--- src/design/dwd_pkg.sv ---
// ----------------------------------------------------------------------------
// dwd_pkg: shared types for the deque with delete by value
// Command and status codes, controller states and the control/status
// bundles between the controller and the datapath.
// ----------------------------------------------------------------------------
package dwd_pkg;

    localparam int CMD_W    = 3;
    localparam int DATA_W   = 32;
    localparam int STATUS_W = 3;

    typedef enum logic [CMD_W-1:0] {
        OP_PUSH_FRONT = 3'd0,
        OP_PUSH_BACK  = 3'd1,
        OP_REMOVE     = 3'd2,
        OP_DUMP_FWD   = 3'd3,
        OP_DUMP_BWD   = 3'd4
    } dwd_op_t;

    typedef enum logic [STATUS_W-1:0] {
        ST_DONE      = 3'd0,
        ST_FULL      = 3'd1,
        ST_NOT_FOUND = 3'd2,
        ST_EMPTY     = 3'd3,
        ST_ELEMENT   = 3'd4
    } dwd_status_t;

    typedef enum logic [3:0] {
        S_IDLE,
        S_DECODE,
        S_RESP,
        S_SCAN_RD,
        S_SCAN_CMP,
        S_MOVE_RD,
        S_MOVE_WR,
        S_DUMP_RD,
        S_DUMP_EMIT
    } dwd_state_t;

    // logical index used for the storage read
    typedef enum logic [1:0] {
        RSEL_IDX,
        RSEL_NEXT,
        RSEL_REV
    } dwd_rsel_t;

    // storage write address source
    typedef enum logic [1:0] {
        WSEL_FRONT,
        WSEL_BACK,
        WSEL_MOVE
    } dwd_wsel_t;

    typedef struct packed {
        logic        load;
        logic        mem_we;
        dwd_wsel_t   wsel;
        logic        occ_inc;
        logic        front_dec;
        logic        occ_dec;
        logic        idx_inc;
        logic        rd_en;
        dwd_rsel_t   rsel;
        logic        emit;
        dwd_status_t emit_status;
        logic        emit_elem;
        logic        emit_last;
    } dwd_ctl_t;

    typedef struct packed {
        dwd_op_t op;
        logic    full;
        logic    empty;
        logic    match;
        logic    idx_last;
        logic    idx_next_last;
        logic    out_free;
    } dwd_sts_t;

endpackage

--- src/design/dwd_in_if.sv ---
// ----------------------------------------------------------------------------
// dwd_in_if: command channel
// Valid/ready channel carrying one command item.
// ----------------------------------------------------------------------------
interface dwd_in_if;
    import dwd_pkg::*;

    logic                     valid;
    logic                     ready;
    logic [CMD_W-1:0]         cmd;
    logic signed [DATA_W-1:0] value;

    modport source (output valid, output cmd, output value, input ready);
    modport sink   (input valid, input cmd, input value, output ready);

endinterface

--- src/design/dwd_out_if.sv ---
// ----------------------------------------------------------------------------
// dwd_out_if: result channel
// Valid/ready channel carrying one result item.
// ----------------------------------------------------------------------------
interface dwd_out_if;
    import dwd_pkg::*;

    logic                     valid;
    logic                     ready;
    logic [STATUS_W-1:0]      status;
    logic signed [DATA_W-1:0] element;
    logic                     last;

    modport source (output valid, output status, output element, output last, input ready);
    modport sink   (input valid, input status, input element, input last, output ready);

endinterface

--- src/design/dwd_dpath.sv ---
// ----------------------------------------------------------------------------
// dwd_dpath: storage, ring pointers and result register
// Ring storage with one write port and one registered read port, the
// front/occupancy pointers, a logical index counter and the result register.
// ----------------------------------------------------------------------------
module dwd_dpath #(
    parameter int CAPACITY = 32
) (
    input  logic                              clk,
    input  logic                              rst_n,
    input  dwd_pkg::dwd_ctl_t                 ctl,
    output dwd_pkg::dwd_sts_t                 sts,
    input  logic [dwd_pkg::CMD_W-1:0]         in_cmd,
    input  logic signed [dwd_pkg::DATA_W-1:0] in_value,
    output logic                              out_valid,
    output logic [dwd_pkg::STATUS_W-1:0]      out_status,
    output logic signed [dwd_pkg::DATA_W-1:0] out_element,
    output logic                              out_last,
    input  logic                              out_ready
);
    import dwd_pkg::*;

    localparam int IDXW = (CAPACITY > 1) ? $clog2(CAPACITY) : 1;
    localparam int OCCW = $clog2(CAPACITY + 1);
    localparam int SUMW = OCCW + 1;

    // logical position -> ring slot, one compare and subtract
    function automatic logic [IDXW-1:0] phys(input logic [IDXW-1:0] base,
                                             input logic [OCCW-1:0] lidx);
        logic [SUMW-1:0] sum;
        sum = SUMW'(base) + SUMW'(lidx);
        if (sum >= SUMW'(CAPACITY))
        begin
            sum = sum - SUMW'(CAPACITY);
        end
        return sum[IDXW-1:0];
    endfunction

    logic [DATA_W-1:0] mem [CAPACITY];
    logic [DATA_W-1:0] rdata_reg;

    logic [IDXW-1:0]   front_reg;
    logic [OCCW-1:0]   occ_reg;
    logic [OCCW-1:0]   idx_reg;
    dwd_op_t           op_reg;
    logic [DATA_W-1:0] val_reg;

    logic                   out_valid_reg;
    dwd_status_t            out_status_reg;
    logic [DATA_W-1:0]      out_element_reg;
    logic                   out_last_reg;

    logic [IDXW-1:0]   front_prev;
    logic [OCCW-1:0]   idx_plus1;
    logic [OCCW-1:0]   idx_rev;
    logic [OCCW-1:0]   rd_lidx;
    logic [IDXW-1:0]   rd_addr;
    logic [IDXW-1:0]   wr_addr;
    logic [DATA_W-1:0] wr_data;
    logic              out_free;

    assign front_prev = (front_reg == '0) ? IDXW'(CAPACITY - 1) : front_reg - 1'b1;
    assign idx_plus1  = idx_reg + 1'b1;
    assign idx_rev    = occ_reg - 1'b1 - idx_reg;
    assign out_free   = !out_valid_reg || out_ready;

    always_comb
    begin
        case (ctl.rsel)
            RSEL_IDX:  rd_lidx = idx_reg;
            RSEL_NEXT: rd_lidx = idx_plus1;
            RSEL_REV:  rd_lidx = idx_rev;
            default:   rd_lidx = idx_reg;
        endcase
        rd_addr = phys(front_reg, rd_lidx);

        case (ctl.wsel)
            WSEL_FRONT:
            begin
                wr_addr = front_prev;
                wr_data = val_reg;
            end
            WSEL_BACK:
            begin
                wr_addr = phys(front_reg, occ_reg);
                wr_data = val_reg;
            end
            WSEL_MOVE:
            begin
                wr_addr = phys(front_reg, idx_reg);
                wr_data = rdata_reg;
            end
            default:
            begin
                wr_addr = phys(front_reg, idx_reg);
                wr_data = rdata_reg;
            end
        endcase
    end

    // storage
    always_ff @(posedge clk)
    begin
        if (ctl.mem_we)
        begin
            mem[wr_addr] <= wr_data;
        end
    end

    always_ff @(posedge clk)
    begin
        if (ctl.rd_en)
        begin
            rdata_reg <= mem[rd_addr];
        end
    end

    // captured item
    always_ff @(posedge clk)
    begin
        if (ctl.load)
        begin
            op_reg  <= dwd_op_t'(in_cmd);
            val_reg <= in_value;
        end
    end

    always_ff @(posedge clk or negedge rst_n)
    begin
        if (!rst_n)
        begin
            front_reg <= '0;
            occ_reg   <= '0;
            idx_reg   <= '0;
        end
        else
        begin
            if (ctl.front_dec)
            begin
                front_reg <= front_prev;
            end
            if (ctl.occ_inc)
            begin
                occ_reg <= occ_reg + 1'b1;
            end
            else if (ctl.occ_dec)
            begin
                occ_reg <= occ_reg - 1'b1;
            end
            if (ctl.load)
            begin
                idx_reg <= '0;
            end
            else if (ctl.idx_inc)
            begin
                idx_reg <= idx_plus1;
            end
        end
    end

    // result register
    always_ff @(posedge clk or negedge rst_n)
    begin
        if (!rst_n)
        begin
            out_valid_reg <= 1'b0;
        end
        else if (ctl.emit)
        begin
            out_valid_reg <= 1'b1;
        end
        else if (out_ready)
        begin
            out_valid_reg <= 1'b0;
        end
    end

    always_ff @(posedge clk)
    begin
        if (ctl.emit)
        begin
            out_status_reg  <= ctl.emit_status;
            out_element_reg <= ctl.emit_elem ? rdata_reg : '0;
            out_last_reg    <= ctl.emit_last;
        end
    end

    assign out_valid   = out_valid_reg;
    assign out_status  = out_status_reg;
    assign out_element = out_element_reg;
    assign out_last    = out_last_reg;

    always_comb
    begin
        sts.op            = op_reg;
        sts.full          = (occ_reg == OCCW'(CAPACITY));
        sts.empty         = (occ_reg == '0);
        sts.match         = (rdata_reg == val_reg);
        sts.idx_last      = ((SUMW'(idx_reg) + SUMW'(1)) == SUMW'(occ_reg));
        sts.idx_next_last = ((SUMW'(idx_reg) + SUMW'(2)) == SUMW'(occ_reg));
        sts.out_free      = out_free;
    end

    a_occ_bound: assert property (@(posedge clk) disable iff (!rst_n)
        occ_reg <= OCCW'(CAPACITY))
        else $error("occupancy above capacity");

    a_push_count: assert property (@(posedge clk) disable iff (!rst_n)
        ctl.occ_inc |=> occ_reg == $past(occ_reg) + 1'b1)
        else $error("push did not grow occupancy by one");

    a_emit_free: assert property (@(posedge clk) disable iff (!rst_n)
        ctl.emit |-> out_free)
        else $error("result register overwritten");

endmodule

--- src/design/dwd_ctrl.sv ---
// ----------------------------------------------------------------------------
// dwd_ctrl: command sequencer
// Decodes each item and steps the datapath through push, scan/compact and
// dump sequences, one result at a time into the result register.
// ----------------------------------------------------------------------------
module dwd_ctrl (
    input  logic              clk,
    input  logic              rst_n,
    input  logic              in_valid,
    output logic              in_ready,
    output dwd_pkg::dwd_ctl_t ctl,
    input  dwd_pkg::dwd_sts_t sts
);
    import dwd_pkg::*;

    dwd_state_t  state_reg;
    dwd_state_t  state_next;
    dwd_status_t resp_reg;
    dwd_status_t resp_next;

    always_ff @(posedge clk or negedge rst_n)
    begin
        if (!rst_n)
        begin
            state_reg <= S_IDLE;
            resp_reg  <= ST_DONE;
        end
        else
        begin
            state_reg <= state_next;
            resp_reg  <= resp_next;
        end
    end

    always_comb
    begin
        state_next = state_reg;
        resp_next  = resp_reg;
        in_ready   = 1'b0;
        ctl        = '0;

        case (state_reg)
            S_IDLE:
            begin
                in_ready = 1'b1;
                if (in_valid)
                begin
                    ctl.load   = 1'b1;
                    state_next = S_DECODE;
                end
            end

            S_DECODE:
            begin
                case (sts.op)
                    OP_PUSH_FRONT, OP_PUSH_BACK:
                    begin
                        if (sts.full)
                        begin
                            resp_next = ST_FULL;
                        end
                        else
                        begin
                            ctl.mem_we    = 1'b1;
                            ctl.occ_inc   = 1'b1;
                            ctl.front_dec = (sts.op == OP_PUSH_FRONT);
                            ctl.wsel      = (sts.op == OP_PUSH_FRONT) ? WSEL_FRONT
                                                                      : WSEL_BACK;
                            resp_next     = ST_DONE;
                        end
                        state_next = S_RESP;
                    end
                    OP_REMOVE:
                    begin
                        if (sts.empty)
                        begin
                            resp_next  = ST_NOT_FOUND;
                            state_next = S_RESP;
                        end
                        else
                        begin
                            state_next = S_SCAN_RD;
                        end
                    end
                    OP_DUMP_FWD, OP_DUMP_BWD:
                    begin
                        if (sts.empty)
                        begin
                            resp_next  = ST_EMPTY;
                            state_next = S_RESP;
                        end
                        else
                        begin
                            state_next = S_DUMP_RD;
                        end
                    end
                    default:
                    begin
                        resp_next  = ST_DONE;
                        state_next = S_RESP;
                    end
                endcase
            end

            S_SCAN_RD:
            begin
                ctl.rd_en  = 1'b1;
                ctl.rsel   = RSEL_IDX;
                state_next = S_SCAN_CMP;
            end

            S_SCAN_CMP:
            begin
                if (sts.match)
                begin
                    if (sts.idx_last)
                    begin
                        ctl.occ_dec = 1'b1;
                        resp_next   = ST_DONE;
                        state_next  = S_RESP;
                    end
                    else
                    begin
                        state_next = S_MOVE_RD;
                    end
                end
                else if (sts.idx_last)
                begin
                    resp_next  = ST_NOT_FOUND;
                    state_next = S_RESP;
                end
                else
                begin
                    ctl.idx_inc = 1'b1;
                    state_next  = S_SCAN_RD;
                end
            end

            S_MOVE_RD:
            begin
                ctl.rd_en  = 1'b1;
                ctl.rsel   = RSEL_NEXT;
                state_next = S_MOVE_WR;
            end

            S_MOVE_WR:
            begin
                ctl.mem_we  = 1'b1;
                ctl.wsel    = WSEL_MOVE;
                ctl.idx_inc = 1'b1;
                if (sts.idx_next_last)
                begin
                    ctl.occ_dec = 1'b1;
                    resp_next   = ST_DONE;
                    state_next  = S_RESP;
                end
                else
                begin
                    state_next = S_MOVE_RD;
                end
            end

            S_DUMP_RD:
            begin
                ctl.rd_en  = 1'b1;
                ctl.rsel   = (sts.op == OP_DUMP_FWD) ? RSEL_IDX : RSEL_REV;
                state_next = S_DUMP_EMIT;
            end

            S_DUMP_EMIT:
            begin
                if (sts.out_free)
                begin
                    ctl.emit        = 1'b1;
                    ctl.emit_status = ST_ELEMENT;
                    ctl.emit_elem   = 1'b1;
                    ctl.emit_last   = sts.idx_last;
                    if (sts.idx_last)
                    begin
                        state_next = S_IDLE;
                    end
                    else
                    begin
                        ctl.idx_inc = 1'b1;
                        state_next  = S_DUMP_RD;
                    end
                end
            end

            S_RESP:
            begin
                if (sts.out_free)
                begin
                    ctl.emit        = 1'b1;
                    ctl.emit_status = resp_reg;
                    ctl.emit_last   = 1'b1;
                    state_next      = S_IDLE;
                end
            end

            default:
            begin
                state_next = S_IDLE;
            end
        endcase
    end

    a_no_push_full: assert property (@(posedge clk) disable iff (!rst_n)
        ctl.occ_inc |-> !sts.full)
        else $error("push while full");

    a_one_item: assert property (@(posedge clk) disable iff (!rst_n)
        (in_valid && in_ready) |=> !in_ready)
        else $error("second item taken before the first finished");

    a_emit_free: assert property (@(posedge clk) disable iff (!rst_n)
        ctl.emit |-> sts.out_free)
        else $error("emit while result register busy");

endmodule

--- src/design/deque_with_delete_by_value_top.sv ---
// ----------------------------------------------------------------------------
// deque_with_delete_by_value_top: bounded deque with delete by value
// Push, unknown command, empty remove and empty dump pass S_DECODE and S_RESP into
//   the result register; a remove scans (S_SCAN_RD/S_SCAN_CMP), then compacts
//   (S_MOVE_RD/S_MOVE_WR) element by element. A dump reads (S_DUMP_RD) and emits
//   (S_DUMP_EMIT) each element, waiting while the result register is busy.
// Throughput: one item at a time. Reset: rst_n clears pointers, sequencer and
//   result valid at once; the ring storage is not cleared.
// ----------------------------------------------------------------------------
module deque_with_delete_by_value_top #(
    parameter int CAPACITY = 32
) (
    input  logic      clk,
    input  logic      rst_n,
    dwd_in_if.sink    req,
    dwd_out_if.source rsp
);
    import dwd_pkg::*;

    // controller <-> datapath bundles
    dwd_ctl_t ctl;
    dwd_sts_t sts;

    logic                     in_ready;
    logic                     out_valid;
    logic [STATUS_W-1:0]      out_status;
    logic signed [DATA_W-1:0] out_element;
    logic                     out_last;

    // Sequencer: takes an item only when idle, then walks the datapath through
    // the push, scan/compact or dump sequence for it.
    dwd_ctrl u_ctrl (
        .clk      (clk),
        .rst_n    (rst_n),
        .in_valid (req.valid),
        .in_ready (in_ready),
        .ctl      (ctl),
        .sts      (sts)
    );

    // Datapath: ring storage, pointers and the result register. The result
    // register parts the two sides, so the next item can be taken while the
    // last result of the previous one still waits.
    dwd_dpath #(
        .CAPACITY (CAPACITY)
    ) u_dpath (
        .clk         (clk),
        .rst_n       (rst_n),
        .ctl         (ctl),
        .sts         (sts),
        .in_cmd      (req.cmd),
        .in_value    (req.value),
        .out_valid   (out_valid),
        .out_status  (out_status),
        .out_element (out_element),
        .out_last    (out_last),
        .out_ready   (rsp.ready)
    );

    assign req.ready   = in_ready;
    assign rsp.valid   = out_valid;
    assign rsp.status  = out_status;
    assign rsp.element = out_element;
    assign rsp.last    = out_last;

endmodule
--- src/flat_wrapper.sv ---
// flat-port wrapper written by rule: the top's interface ports become plain ports
module deque_with_delete_by_value_top_flat import dwd_pkg::*;
#(
    parameter int CAPACITY = 32
)
  (clk, rst_n, req_valid, req_cmd, req_value, req_ready, rsp_valid, rsp_status, rsp_element, rsp_last, rsp_ready);
  dwd_in_if req_i ();
  dwd_out_if rsp_i ();
  input  logic clk;
  input  logic rst_n;
  input wire logic [$bits(req_i.valid)-1:0] req_valid;
  input wire logic [$bits(req_i.cmd)-1:0] req_cmd;
  input wire logic [$bits(req_i.value)-1:0] req_value;
  output wire logic [$bits(req_i.ready)-1:0] req_ready;
  output wire logic [$bits(rsp_i.valid)-1:0] rsp_valid;
  output wire logic [$bits(rsp_i.status)-1:0] rsp_status;
  output wire logic [$bits(rsp_i.element)-1:0] rsp_element;
  output wire logic [$bits(rsp_i.last)-1:0] rsp_last;
  input wire logic [$bits(rsp_i.ready)-1:0] rsp_ready;
  assign req_i.valid = req_valid;
  assign req_i.cmd = req_cmd;
  assign req_i.value = req_value;
  assign req_ready = req_i.ready;
  assign rsp_valid = rsp_i.valid;
  assign rsp_status = rsp_i.status;
  assign rsp_element = rsp_i.element;
  assign rsp_last = rsp_i.last;
  assign rsp_i.ready = rsp_ready;
  deque_with_delete_by_value_top #(.CAPACITY(CAPACITY)) u_core (.clk(clk), .rst_n(rst_n), .req(req_i), .rsp(rsp_i));
endmodule
--- config.mk ---
export PLATFORM = sky130hd
export DESIGN_NAME = deque_with_delete_by_value_top_flat
export DESIGN_NICKNAME = d
export VERILOG_FILES = /design/src/design/dwd_pkg.sv /design/src/design/dwd_in_if.sv /design/src/design/dwd_out_if.sv /design/src/design/dwd_dpath.sv /design/src/design/dwd_ctrl.sv /design/src/design/deque_with_delete_by_value_top.sv /design/src/flat_wrapper.sv
export SDC_FILE = /design/constraint.sdc
export NUM_CORES = 1
export LEC_CHECK = 0
export CAP_MARGIN = 40
export CORE_ASPECT_RATIO = 0.6
export CORE_UTILIZATION = 57
export CTS_CLUSTER_DIAMETER = 30
export DETAILED_ROUTE_END_ITERATION = 7
export DONT_BUFFER_PORTS = 1
export GPL_TIMING_DRIVEN = 1
export PLACE_DENSITY = 0.71
export SETUP_SLACK_MARGIN = 0.2
export SLEW_MARGIN = 20
export SYNTH_ARGS = -nofsm -noshare
export SYNTH_HDL_FRONTEND = slang
export SYNTH_SLANG_ARGS = --single-unit
--- constraint.sdc ---
create_clock -name clk -period 6.6 [get_ports clk]
set_input_delay 0.66 -clock clk [delete_from_list [all_inputs] [get_ports clk]]
set_output_delay 0.66 -clock clk [all_outputs]
set_load 0.02 [all_outputs]
==> impl_metrics.ini, run 1 <==
[status]
outcome = finished, final reports clean

[global_route]
grt_first_pass_wirelength_um = 162000
gr-total-overflow = 0
grt_max_degree = 82
grt_use_total_pct = 28.2
grt_pass1_vias = 22800
grt_antenna_before_repair = 3

[routing]
vias_per_cell = 6.55
drtPass1Iterations = 5
postRouteWirelength_um = 112000
wl_per_cell_um = 32.0
drt_drc_violations_left = 0
ant_nets = 0
via_count = 22900
drt_first_iter_violations = 3261

[placed_design]
pre_cts_slack_ps = 751
numPortBuffers = 0
hpwlAfterDp_um = 64300
place.gp.congestion = 0.890
dpl.cell_count = 3192
place_area_um2 = 48000

[clocking]
clk_path_buf_depth = 3
post_cts_buffers = 0
cts_buffers = 140
root_buffer = clkbuf_16
cts.sinks = 1151
clk_pin_slew_ps = 60
htree_levels = 4
cts_tree = built
clk_latency_ps = 730

[logic_synthesis]
synth_area_leaders = edfxtp_1 74%, mux4_2 16%, dfrtp_1 1.3%
synthArstFlopShare_pct = 2.09
yosysTopAreaCell = edfxtp_1
postSynthCellCount = 2130
synth_cell_type_count = 65
synth.most_common_cell = edfxtp_1
synth-seq-cells = 1151
synth_top_cell_area_share_pct = 74.0
syn_avg_cell_area_um2 = 21.5
seq_area_frac_synth_pct = 75.3
yosys-top-cells-count = 1,127 x edfxtp_1, 320 x mux4_2, 122 x nand2_1
synth-edff-count = 1127
ys_warn_count = 0
synthesis.nets = 2192
ys.flop_type = edfxtp_1
syn-cell-area_um2 = 45700

[floorplan]
initial_core_util_pct = 57.6
die_w_um = 368
ios = 77
design.core.area_um2 = 79400
rows = 80
die_area_um2 = 81400
die_h_um = 221

[critical_path]
end_kind = flip-flop
crit_family = simple AND/OR/NAND/NOR gates
critical_path_buf_inv_count = 3
path_cells = inv_1 > ha_1 > or4b_1 > o211a_1 > nand2_8 > mux2_2 > ha_1 > nor2b_1 > o21a_1 > or3_1 > a31oi_1 > a21oi_4 > xnor2_4 > buf_4 > nor3_2 > buf_4
crit_arrival_ps = 6250
worstPathMaxFanout = 23
cp_slowest_cell = nor3_2
crit_required_ps = 6970
critPathMaxStageDelay_ps = 720
worst_setup_path_start_kind = flip-flop
crit_type = reg -> reg

[sta]
fin_crit_ps = 5880
worstMarginPinSlew_ps = 839
finClkSkew_ps = 28.8
finalHoldViolCount = 0
rsz0062_at_grt = false
max_freq_ghz = 0.170
relSlewSlack_pct = 43.7
setup_tns_ps = 0
setup-violations-final = 0
fin_crit_sh_pct = 89.1
holdWs_ps = 34.3
slew_violations = 0
layout_setup_ws_ps = 717

[final_layout]
multi_input_area_um2 = 11000
drive_above_1_share_pct = 32.0
nets = 2383
final_core_util_pct = 67.5
largest_reg_flops = 1024
fill_cells = 4799
areaGrowthSynthToFinish_pct = 17.1
final_area_um2 = 53500
regMostFlops = u_core.u_dpath.mem
seqCellArea_um2 = 34400
instances_no_fill = 3501

[power_and_ir_drop]
power_density_nw_per_um2 = 536
p_leak_nw = 17.5
power_mw = 28.7
vdd_drop_max_v = 0.000546

[worst_hold_path]
holdCritPathClass = in -> reg

[flow_run]
cap_violations = 0
area by class of cell:
cell class	count	share of cell area (%)
inverter	28	0.196
multi-input combinational	842	20.6
clock buffer	152	6.84
sequential	1151	64.3
timing repair buffer	158	3.26
antenna	1	0.00467
clock inverter	103	2.30
tap	1066	2.49
layer usage:
layer	GRT usage [%]	vias up	share of wire, %
li1	-	9290	-
met1	42.8	12100	41
met2	40.3	1416	45
met3	7.97	168	11
met4	8.63	4	2.5
met5	0	-	0.021
where the power goes:
group          internal [mW]  switching (mW)  leakage (nW)
logic                   5.53            5.54          4.65
registers               9.10           0.507          10.5
clock network           4.93            3.07          2.39
total                   19.6            9.12          17.5
repair_timing:
item,in CTS,in global routing
gates resized for setup,0,0
hold endpoints to repair,51,0
hold buffers,29,0
layout by cell type (no fill, tap or decap), types with 8 or more instances in the layout:
master | netlist | layout
dfrtp_1 | 24 | 24
edfxtp_1 | 1127 | 1127
mux2_2 | 39 | 39
clkinv_1 | 0 | 17
xor2_1 | 10 | 10
a21oi_1 | 19 | 19
ha_1 | 20 | 19
clkinvlp_4 | 0 | 10
inv_6 | 0 | 17
bufinv_16 | 0 | 22
nor2_1 | 32 | 31
o21ai_0 | 21 | 21
mux4_2 | 320 | 320
nand2_1 | 122 | 120
a31oi_1 | 9 | 9
clkbuf_16 | 0 | 145
nor3_4 | 0 | 10
and3_1 | 34 | 34
nand3_1 | 11 | 11
buf_8 | 0 | 32
buf_12 | 0 | 17
inv_1 | 28 | 27
nand4_1 | 10 | 10
xnor2_1 | 51 | 49
dlygate4sd3_1 | 0 | 28
nor3_2 | 0 | 22
nor3_1 | 40 | 8
clkinv_2 | 0 | 22
buf_4 | 2 | 75
kinds of logic (layout without fill, tap and decap cells):
family          after synthesis  count (layout)  share of synthesized area, %
flops                      1151            1151                          75.3
compound gates               98              98                          1.48
fa+ha+maj                    24              24                         0.701
other cells                   0               1                             0
mux                         363             363                          16.8
xor+xnor                     64              64                          1.28
buf+inv                     137             441                          1.23
simple gates                293             293                          3.16
final timing paths:
| check | start | end | slack (ps) | depth (start not counted) |
|---|---|---|---|---|
| max | u_core.u_dpath.occ_reg[0] | u_core.u_dpath.mem[21][28] | 720 | 16 |
| max in group asynchronous | rst_n | u_core.u_dpath.idx_reg[1] | 6030 | 2 |
| min | req_value[0] | u_core.u_dpath.val_reg[0] | 30 | 0 |
| min in group asynchronous | rst_n | u_core.u_ctrl.state_reg[1] | 400 | 2 |
| min reg2reg | u_core.u_ctrl.resp_reg[1] | u_core.u_ctrl.resp_reg[1] | 510 | 1 |
| max reg2reg | u_core.u_dpath.occ_reg[0] | u_core.u_dpath.mem[21][28] | 720 | 16 |
Power figures use the tool's default switching activity.
==> inputs of run 2 (changes only) <==
Settings changed: RECOVER_POWER set to 100.
==> impl_metrics.ini, run 2 (synthesis gave the netlist of run 1 again) <==
[status]
outcome = finished, violations left
violations = max-capacitance violations, max-slew violations

[placed_design]
numPortBuffers = 0
place_area_um2 = 48000
hpwlAfterDp_um = 64300
place.gp.congestion = 0.890

[final_layout]
drive_above_1_share_pct = 28.2
final_area_um2 = 52700
multi_input_area_um2 = 10700
mostFrequentLayoutCell = edfxtp_1
areaGrowthSynthToFinish_pct = 15.2
seqCellArea_um2 = 34400
nets = 2383
fill_cells = 4956
largest_reg_flops = 1024
final_cell_mix = 1,127 x edfxtp_1, 320 x mux4_2, 145 x clkbuf_16
regMostFlops = u_core.u_dpath.mem

[sta]
rsz0062_at_grt = false
finalHoldViolCount = 0
slew_violations = 242
setup-violations-final = 0
worstMarginPinSlew_ps = 3350
fin_crit_ps = 6230
relSlewSlack_pct = -123
finClkSkew_ps = 30.2
setup_tns_ps = 0
max_freq_ghz = 0.160
fin_crit_sh_pct = 94.5
holdWs_ps = 35.3

[power_and_ir_drop]
power_frac_seq_pct = 33.9
p_comb_share_pct = 37.9
p_leak_nw = 17.1
p_int_mw = 19.4
switching_share_pct = 31.6
clkPwrFrac_pct = 28.2
vdd_drop_max_v = 0.000548
power_density_nw_per_um2 = 539
p_sw_mw = 8.97

[routing]
postRouteWirelength_um = 112000
drt_first_iter_violations = 3247
vias_per_cell = 6.54
ant_nets = 0
drt_drc_violations_left = 0
drtPass1Iterations = 6
wl_per_cell_um = 32.0
via_count = 22900

[clocking]
cts_tree = built
clk_pin_slew_ps = 60
clk_path_buf_depth = 3
cts.sinks = 1151
cts_buffers = 140
htree_levels = 4
post_cts_buffers = 0
clk_latency_ps = 740
cts_resized = 0
root_buffer = clkbuf_16

[flow_run]
cap_violations = 8

[critical_path]
crit_required_ps = 7060
worst_setup_path_start_kind = flip-flop
crit_type = reg -> reg
crit_arrival_ps = 6700
ff2ff_setup_slack_ps = 370
worstPathMaxFanout = 21
end_kind = flip-flop

[global_route]
grt_pass1_vias = 22800
grt_first_pass_wirelength_um = 162000
grt_max_degree = 82
gr-total-overflow = 0
grt_use_total_pct = 28.2
grt_antenna_before_repair = 3

[floorplan]
design.core.area_um2 = 79400
initial_core_util_pct = 57.6
die_w_um = 368
die_h_um = 221
ios = 77
die_area_um2 = 81400
rows = 80

[worst_hold_path]
holdCritPathClass = in -> reg
-- run 2: changes by cell type in the layout (fill, tap and decap cells not counted), sizes merged --
cell | before | now
buf | 129 | 39
clkbuf | 152 | 242
clkdlybuf4s18 | 1 | 0
clkdlybuf4s25 | 0 | 1
diode | 1 | 2
-- run 2: metal layers --
layer,track usage (%),share of wire [%]
met2,40.3,45
met4,8.63,2.4
met3,7.97,11
met1,42.8,41
met5,0,0.021
-- run 2: power groups by stage --
stage,clock (mW),combinational [mW],sequential [mW]
CTS,8.08,11.0,9.61
floorplan,0,7.85,9.49
detailed placement,0,10.9,9.76
finish,8.00,10.8,9.64
global route,8.37,11.4,9.68
global placement,0,10.7,9.75
-- run 2: through the flow --
stage / setup WS [ps] / cells / total power [mW] / utilization, %
final: 366 / 3502 / 28.4 / 66.3
after global routing: 191 / 3500 / 29.5 / 66.3
after CTS: 749 / 3476 / 28.7 / 67.0
after detailed placement: 751 / 3192 / 20.7 / 60.5
after global placement: 886 / 3175 / 20.4 / 60.1
after floorplan: 95.5 / 2130 / 17.3 / -
-- run 2: final cells by class --
cell class,count,share of cell area (%)
clock buffers,152,6.96
repair buffers,158,2.16
multi-input cells,842,20.4
inverters,28,0.200
flip-flops and latches,1151,65.4
diodes,2,0.00950
clock inverters,103,2.34
well taps,1066,2.53
-- run 2: path summary, 6_finish.rpt --
path / depth (start not counted) / end / startpoint
setup / recovery: 13 / u_core.u_dpath.rdata_reg[17] / u_core.u_ctrl.state_reg[2]
hold / removal: 0 / u_core.u_dpath.val_reg[0] / req_value[0]
max in group asynchronous: 2 / u_core.u_dpath.idx_reg[1] / rst_n
setup reg to reg: 13 / u_core.u_dpath.rdata_reg[17] / u_core.u_ctrl.state_reg[2]
hold reg to reg: 1 / u_core.u_ctrl.resp_reg[1] / u_core.u_ctrl.resp_reg[1]
min in group asynchronous: 2 / u_core.u_ctrl.state_reg[1] / rst_n
-- run 2: worst max-delay path: stages, from the launching register on --
cell      delay [ps]
dfrtp_1          620
nor2b_1          300
nand3_1          160
nand2b_1         280
ha_1             500
a221oi_1         120
a21oi_1          240
ha_4             170
inv_1             50
fa_1            1660
clkbuf_2         640
mux4_2           400
mux4_2           510
mux2_2           290
-- run 2: what timing repair did --
item | 4_1_cts | 5_1_grt
setup endpoints to repair | 0 | 0
hold endpoints to repair | 51 | 0
hold buffers | 29 | 0
